===== src/rtl/gctn_pkg.sv =====
package gctn_pkg;

    localparam int FRAC_BITS = 16;
    localparam int IN_W = 32;
    localparam int PEAK_W = 30;
    localparam int SCALE_W = FRAC_BITS + 1;
    // magnitude of a delta between a 32-bit signed value and a 30-bit neutral
    localparam int MAG_W = 33;
    // dividend width: numerator (30 bits) shifted by the fraction bits
    localparam int DIVD_W = PEAK_W + FRAC_BITS;
    // quotient digits that matter: any quotient at or above one is capped
    localparam int QD = FRAC_BITS + 1;
    localparam int LAT = QD + 4;
    localparam logic [PEAK_W-1:0] PEAK_RESET = PEAK_W'(6553600);
    localparam int ADDR_W = 2;
    localparam logic [ADDR_W-1:0] REG_PEAK = '0;

    typedef struct packed {
        logic signed [IN_W-1:0] red_nits;
        logic signed [IN_W-1:0] green_nits;
        logic signed [IN_W-1:0] blue_nits;
        logic signed [IN_W-1:0] target_luma;
    } t_in;

    typedef struct packed {
        logic [PEAK_W-1:0]  red_out;
        logic [PEAK_W-1:0]  green_out;
        logic [PEAK_W-1:0]  blue_out;
        logic [SCALE_W-1:0] chroma_scale;
    } t_out;

    // per-lane channel info carried down the pipe
    typedef struct packed {
        logic              neg;
        logic [MAG_W-1:0]  mag;
    } t_lane;

endpackage


===== src/rtl/gctn_div.sv =====
// pipelined restoring divider, an integer check stage then one quotient bit per stage, quotient saturated to one
module gctn_div
    import gctn_pkg::*;
(
    input  logic               i_clk,
    input  logic               i_en,
    input  logic [PEAK_W-1:0]  i_num,
    input  logic [MAG_W-1:0]   i_den,
    output logic [SCALE_W-1:0] o_q
);
    localparam int RW = MAG_W + 1;

    // the quotient is at least one when num >= den; otherwise long division
    // over the FRAC_BITS fraction digits with remainder < den
    logic [RW-1:0]      r_rem [QD];
    logic [MAG_W-1:0]   r_den [QD];
    logic [SCALE_W-1:0] r_q   [QD];
    logic               r_sat [QD];

    // stage 0: integer part check
    always_ff @(posedge i_clk) begin
        if (i_en) begin
            r_den[0] <= i_den;
            r_q[0]   <= '0;
            if ({3'b0, i_num} >= i_den) begin
                r_sat[0] <= 1'b1;
                r_rem[0] <= '0;
            end else begin
                r_sat[0] <= 1'b0;
                r_rem[0] <= RW'(i_num);
            end
        end
    end

    // one fraction digit per stage
    for (genvar s = 1; s < QD; s++) begin : g_st
        logic [RW-1:0] n_sh;
        logic          n_ge;
        assign n_sh = {r_rem[s-1][RW-2:0], 1'b0};
        assign n_ge = n_sh >= {1'b0, r_den[s-1]};
        always_ff @(posedge i_clk) begin
            if (i_en) begin
                r_den[s] <= r_den[s-1];
                r_sat[s] <= r_sat[s-1];
                r_rem[s] <= n_ge ? n_sh - {1'b0, r_den[s-1]} : n_sh;
                r_q[s]   <= {r_q[s-1][SCALE_W-2:0], n_ge};
            end
        end
    end

    assign o_q = r_sat[QD-1] ? SCALE_W'(1 << FRAC_BITS) : r_q[QD-1];
endmodule


===== src/rtl/gctn_lane.sv =====
// one channel lane: delta, candidate scale through the divider
module gctn_lane
    import gctn_pkg::*;
(
    input  logic                   i_clk,
    input  logic                   i_en,
    input  logic signed [IN_W-1:0] i_chan,
    input  logic [PEAK_W-1:0]      i_neutral,
    input  logic [PEAK_W-1:0]      i_peak,
    output t_lane                  o_lane,
    output logic [SCALE_W-1:0]     o_cand
);
    logic signed [MAG_W:0] n_delta;
    logic [MAG_W-1:0]      n_mag;
    logic [PEAK_W-1:0]     n_num;
    t_lane                 r_lane [QD];

    assign n_delta = (MAG_W+1)'(i_chan) - (MAG_W+1)'({1'b0, i_neutral});
    assign n_mag = n_delta[MAG_W] ? MAG_W'(-n_delta) : n_delta[MAG_W-1:0];
    assign n_num = n_delta[MAG_W] ? i_neutral : i_peak - i_neutral;

    // no candidate for a neutral channel: force the saturated quotient of one
    gctn_div u_div (
        .i_clk (i_clk),
        .i_en  (i_en),
        .i_num ((n_mag == '0) ? PEAK_W'(1) : n_num),
        .i_den ((n_mag == '0) ? MAG_W'(1) : n_mag),
        .o_q   (o_cand)
    );

    // lane info follows the divider
    always_ff @(posedge i_clk) begin
        if (i_en) begin
            r_lane[0] <= '{neg: n_delta[MAG_W], mag: n_mag};
            for (int s = 1; s < QD; s++) r_lane[s] <= r_lane[s-1];
        end
    end
    assign o_lane = r_lane[QD-1];
endmodule


===== config.mk =====
export PLATFORM = sky130hd
export DESIGN_NAME = gctn_lane
export DESIGN_NICKNAME = d
export VERILOG_FILES = /design/src/rtl/gctn_pkg.sv /design/src/rtl/gctn_div.sv /design/src/rtl/gctn_lane.sv
export SDC_FILE = /design/constraint.sdc
export NUM_CORES = 2
export LEC_CHECK = 0
export BUFFER_PORTS_ARGS = -buffer_cell sky130_fd_sc_hd__buf_2
export CAP_MARGIN = 20
export CORE_UTILIZATION = 35
export CTS_BUF_LIST = sky130_fd_sc_hd__clkbuf_4 sky130_fd_sc_hd__clkbuf_8
export DETAILED_ROUTE_END_ITERATION = 6
export HOLD_SLACK_MARGIN = 0.03
export PLACE_DENSITY = 0.49
export SKIP_LAST_GASP = 1
export SYNTH_ARGS = -nofsm -noshare
export SYNTH_HDL_FRONTEND = slang
export SYNTH_SLANG_ARGS = --single-unit

===== constraint.sdc =====
create_clock -name i_clk -period 13.4 [get_ports i_clk]
set_input_delay 0 -clock i_clk [delete_from_list [all_inputs] [get_ports i_clk]]
set_output_delay 0 -clock i_clk [all_outputs]
set_load 0.005 [all_outputs]

==> summary.txt <==
Routing
  – Detail Route met2 WL: 106 mm
  – Antenna viol nets, final: 0
  – Via count: 57300
  – Highest metal used: met4
  – DR DRC count: 4
  – Routed length per instance: 18.7 um
  – Post-Route WL: 215 mm
  – M1 WL: 92.6 mm
  – Number of DRC violations after detailed-routing iteration 0: 3716
  – Drt pass-1 iters: 7
  – Met3 wire length: 8.38 mm
  – Vias per inst: 4.97

Die
  – Core Area: 0.257 mm2
  – Starting Density: 35.2%
  – Die area: 0.261 mm2
  – Cell Rows: 186
  – Horiz. Die Dim: 511 um
  – # IOs: 145
  – Die H: 511 um

Finish
  – Share of layout cells above drive strength 1: 11.4%
  – Final Instance Area: 0.103 mm2
  – NumNets Final: 8642
  – Post-Layout Cell Count: 11500
  – Most frequent cells in the layout: 1784 x edfxtp_1, 748 x inv_1, 615 x ha_1, 517 x a21oi_1, 469 x nor2_1
  – P&R area growth vs syn: 13.3%
  – Commonest non-fill, non-tap cell in the layout: edfxtp_1
  – Fin util: 39.9%

Power
  – Power per cell area: 213 mW/mm2
  – Sw Pwr: 7.78 mW
  – Gate power share: 38.8%
  – Sequential share of power: 38.5%
  – VDD IR max: 0.108 mV
  – Clock power share: 22.7%
  – P_int: 14.1 mW
  – Pleak: 40.9 nW
  – Total power: 21.9 mW
  – Switch share: 35.5%

Clocking
  – CTS root buf: clkbuf_8
  – Clk sinks: 1784
  – Post-CTS setup buffers: 0
  – H-tree Lvls: 5
  – Max clock buf depth: 4
  – Clock-pin slew of the registers on the worst-case setup and hold paths: 0.05 ns
  – CTS tree: built
  – CTS resizes: 0
  – Hold_buf cts: 119
  – Clk_lat worst skew: 1.07 ns
  – Num CTS Buffers: 332

Setup path
  – Path depth of the worst reg2reg path: 15
  – CP Capture Type: flop
  – Crit-path max FO: 61
  – Critical Path Max Stage Delay: 0.73 ns
  – Capturing point of the worst reg2reg path: u_div.r_rem[0][268]
  – Worst setup endpoint: u_div.r_rem[0][6]
  – R2r setup slk: 8.11 ns
  – Crit path required time: 14.18 ns
  – R2R Path Start: u_div.r_den[0][198]
  – Slowest CP cell: nor4_4
  – Most used cell, CP: a21o_1
  – Kind of critical path: input pin to flop
  – WP data arrival: 9.55 ns
  – Worst setup SP type: input pin
  – CP Launch Point: i_neutral[0]

GRT
  – Grt total ovfl: 0
  – Total track usage: 16.1%
  – First-pass GRT wire length: 330 mm
  – Largest net degree at the start of global routing: 190
  – Vias in the first global route: 58000
  – Initial antenna violation count: 8

Logic synthesis
  – Mapped Cells: 7440
  – Cell variety after synth: 92
  – Synthesized area: 0.0906 mm2
  – Register area share after synthesis: 59.2%
  – Synth area leader: edfxtp_1
  – Post-synth top area share: 59.2%
  – Top cells by area, synth: edfxtp_1 59%, ha_1 8.5%, inv_1 3.1%
  – Syn_area_per_cell: 12.2 um2
  – Warnings from Yosys: 0
  – Flops & latches, synth: 1784
  – Post-synth ARST share: 0%
  – Number of flops mapped to enable cells by yosys: 1784
  – Primary FF master, synth: edfxtp_1

STA
  – Final hold vios: 0
  – Hold Slack: 0.165 ns
  – Worst-margin pin slew: 1.07 ns
  – Final setup margin: 4.63 ns
  – Fin crit period: 8.77 ns
  – Max Clk Rate: 114 MHz
  – Worst clock skew: 0.125 ns
  – Total negative setup slack: 0 ns
  – Final Max Tran Viols: 0
  – Final setup fails: 0
  – Rel. slew slack: 28.5%
  – Final period utilization: 65.5%
  – RSZ-0062 raised after global routing: no

Place
  – Post-DP HPWL: 159 mm
  – Port bufs: 144
  – Placed insts: 10800
  – Dpl ws: 4.30 ns
  – Gpl congestion: 0.871
  – DP Area: 0.0952 mm2

Run status
  – Outcome: complete, but fails checks
  – Failing checks: design-rule violations

Run
  – Total of max-cap violations: 0

Hold path
  – HP Class: input pin to flop
how the worst min path moves through the flow:
stage                   start  depth (start not counted)                   to
2_1_floorplan            i_en                          0         r_lane[0][0]
3_3_place_gp   r_lane[0][553]                          1            o_lane[9]
3_5_place_dp   r_lane[0][561]                          1           o_lane[17]
4_1_cts                  i_en                          2  u_div.r_rem[0][124]
5_1_grt                  i_en                          2       r_lane[0][494]
6_report                 i_en                          2       r_lane[0][570]
layer usage:
| layer | track usage, % | vias to the layer above |
|---|---|---|
| li1 | - | 28200 |
| met1 | 19.5 | 27500 |
| met2 | 28.4 | 1084 |
| met3 | 2.79 | 417 |
| met4 | 6.56 | 0 |
| met5 | 0 | - |
registers in the layout, indices dropped and copies added, names as in the netlist:
signal	count
u_div.r_rem	525
u_div.r_sat	17
r_lane	578
u_div.r_q	136
u_div.r_den	528
area by class of cell:
type	instances	area (um2)
timing repair buffer	310	2350
tap	3384	4230
clock buffer	438	5380
sequential	1784	53600
fill	24400	154000
inverter	750	2820
clock inverter	126	781
multi-input combinational	4738	33400
antenna	1	2.50
cell families after synthesis:
kind of cell | share of synthesized area [%]
and+or+nand+nor | 9.48
DFF | 59.2
muxes | 2.37
other | 0.00414
AOI/OAI and AO/OA | 11.5
adders and majority gates | 8.87
xor gates and xnor gates | 4.60
buffers and inverters | 4.00
cell usage after synthesis (13+ instances only):
| cell | count |
|---|---|
| a211oi_1 | 49 |
| a21boi_0 | 31 |
| a21o_1 | 237 |
| a21oi_1 | 517 |
| a31o_2 | 13 |
| a31oi_1 | 46 |
| and2_1 | 26 |
| and3_1 | 59 |
| and4_1 | 16 |
| buf_1 | 17 |
| buf_4 | 40 |
| clkbuf_1 | 101 |
| edfxtp_1 | 1784 |
| fa_1 | 17 |
| ha_1 | 615 |
| inv_1 | 749 |
| mux2_2 | 173 |
| mux2i_1 | 20 |
| nand2_1 | 461 |
| nand2b_1 | 115 |
| nand3_1 | 116 |
| nand4_1 | 73 |
| nor2_1 | 472 |
| nor2b_1 | 102 |
| nor3_1 | 147 |
| nor4_1 | 35 |
| o211ai_1 | 30 |
| o21a_1 | 85 |
| o21ai_0 | 409 |
| o21bai_1 | 43 |
| o31ai_1 | 50 |
| or2_2 | 37 |
| or3_1 | 43 |
| xnor2_1 | 281 |
| xor2_1 | 195 |
power groups by stage:
stage | Combinational [mW] | Clock (mW) | Sequential [mW]
detailed placement | 8.44 | 0 | 8.55
global placement | 8.34 | 0 | 8.54
floorplan | 6.28 | 0 | 8.21
finish | 8.50 | 4.97 | 8.42
CTS | 8.55 | 5.19 | 8.44
global route | 9.47 | 5.42 | 8.54
critical path, delay by kind of cell:
family,cells,cell delay (ns)
AO/OA/AOI/OAI,16,3.33
XOR/XNOR,2,0.44
adder cells (fa/ha/maj),3,0.94
buffers and inverters,7,2.54
AND/OR/NAND/NOR,7,2.22
(Power assumes the default switching activity.)
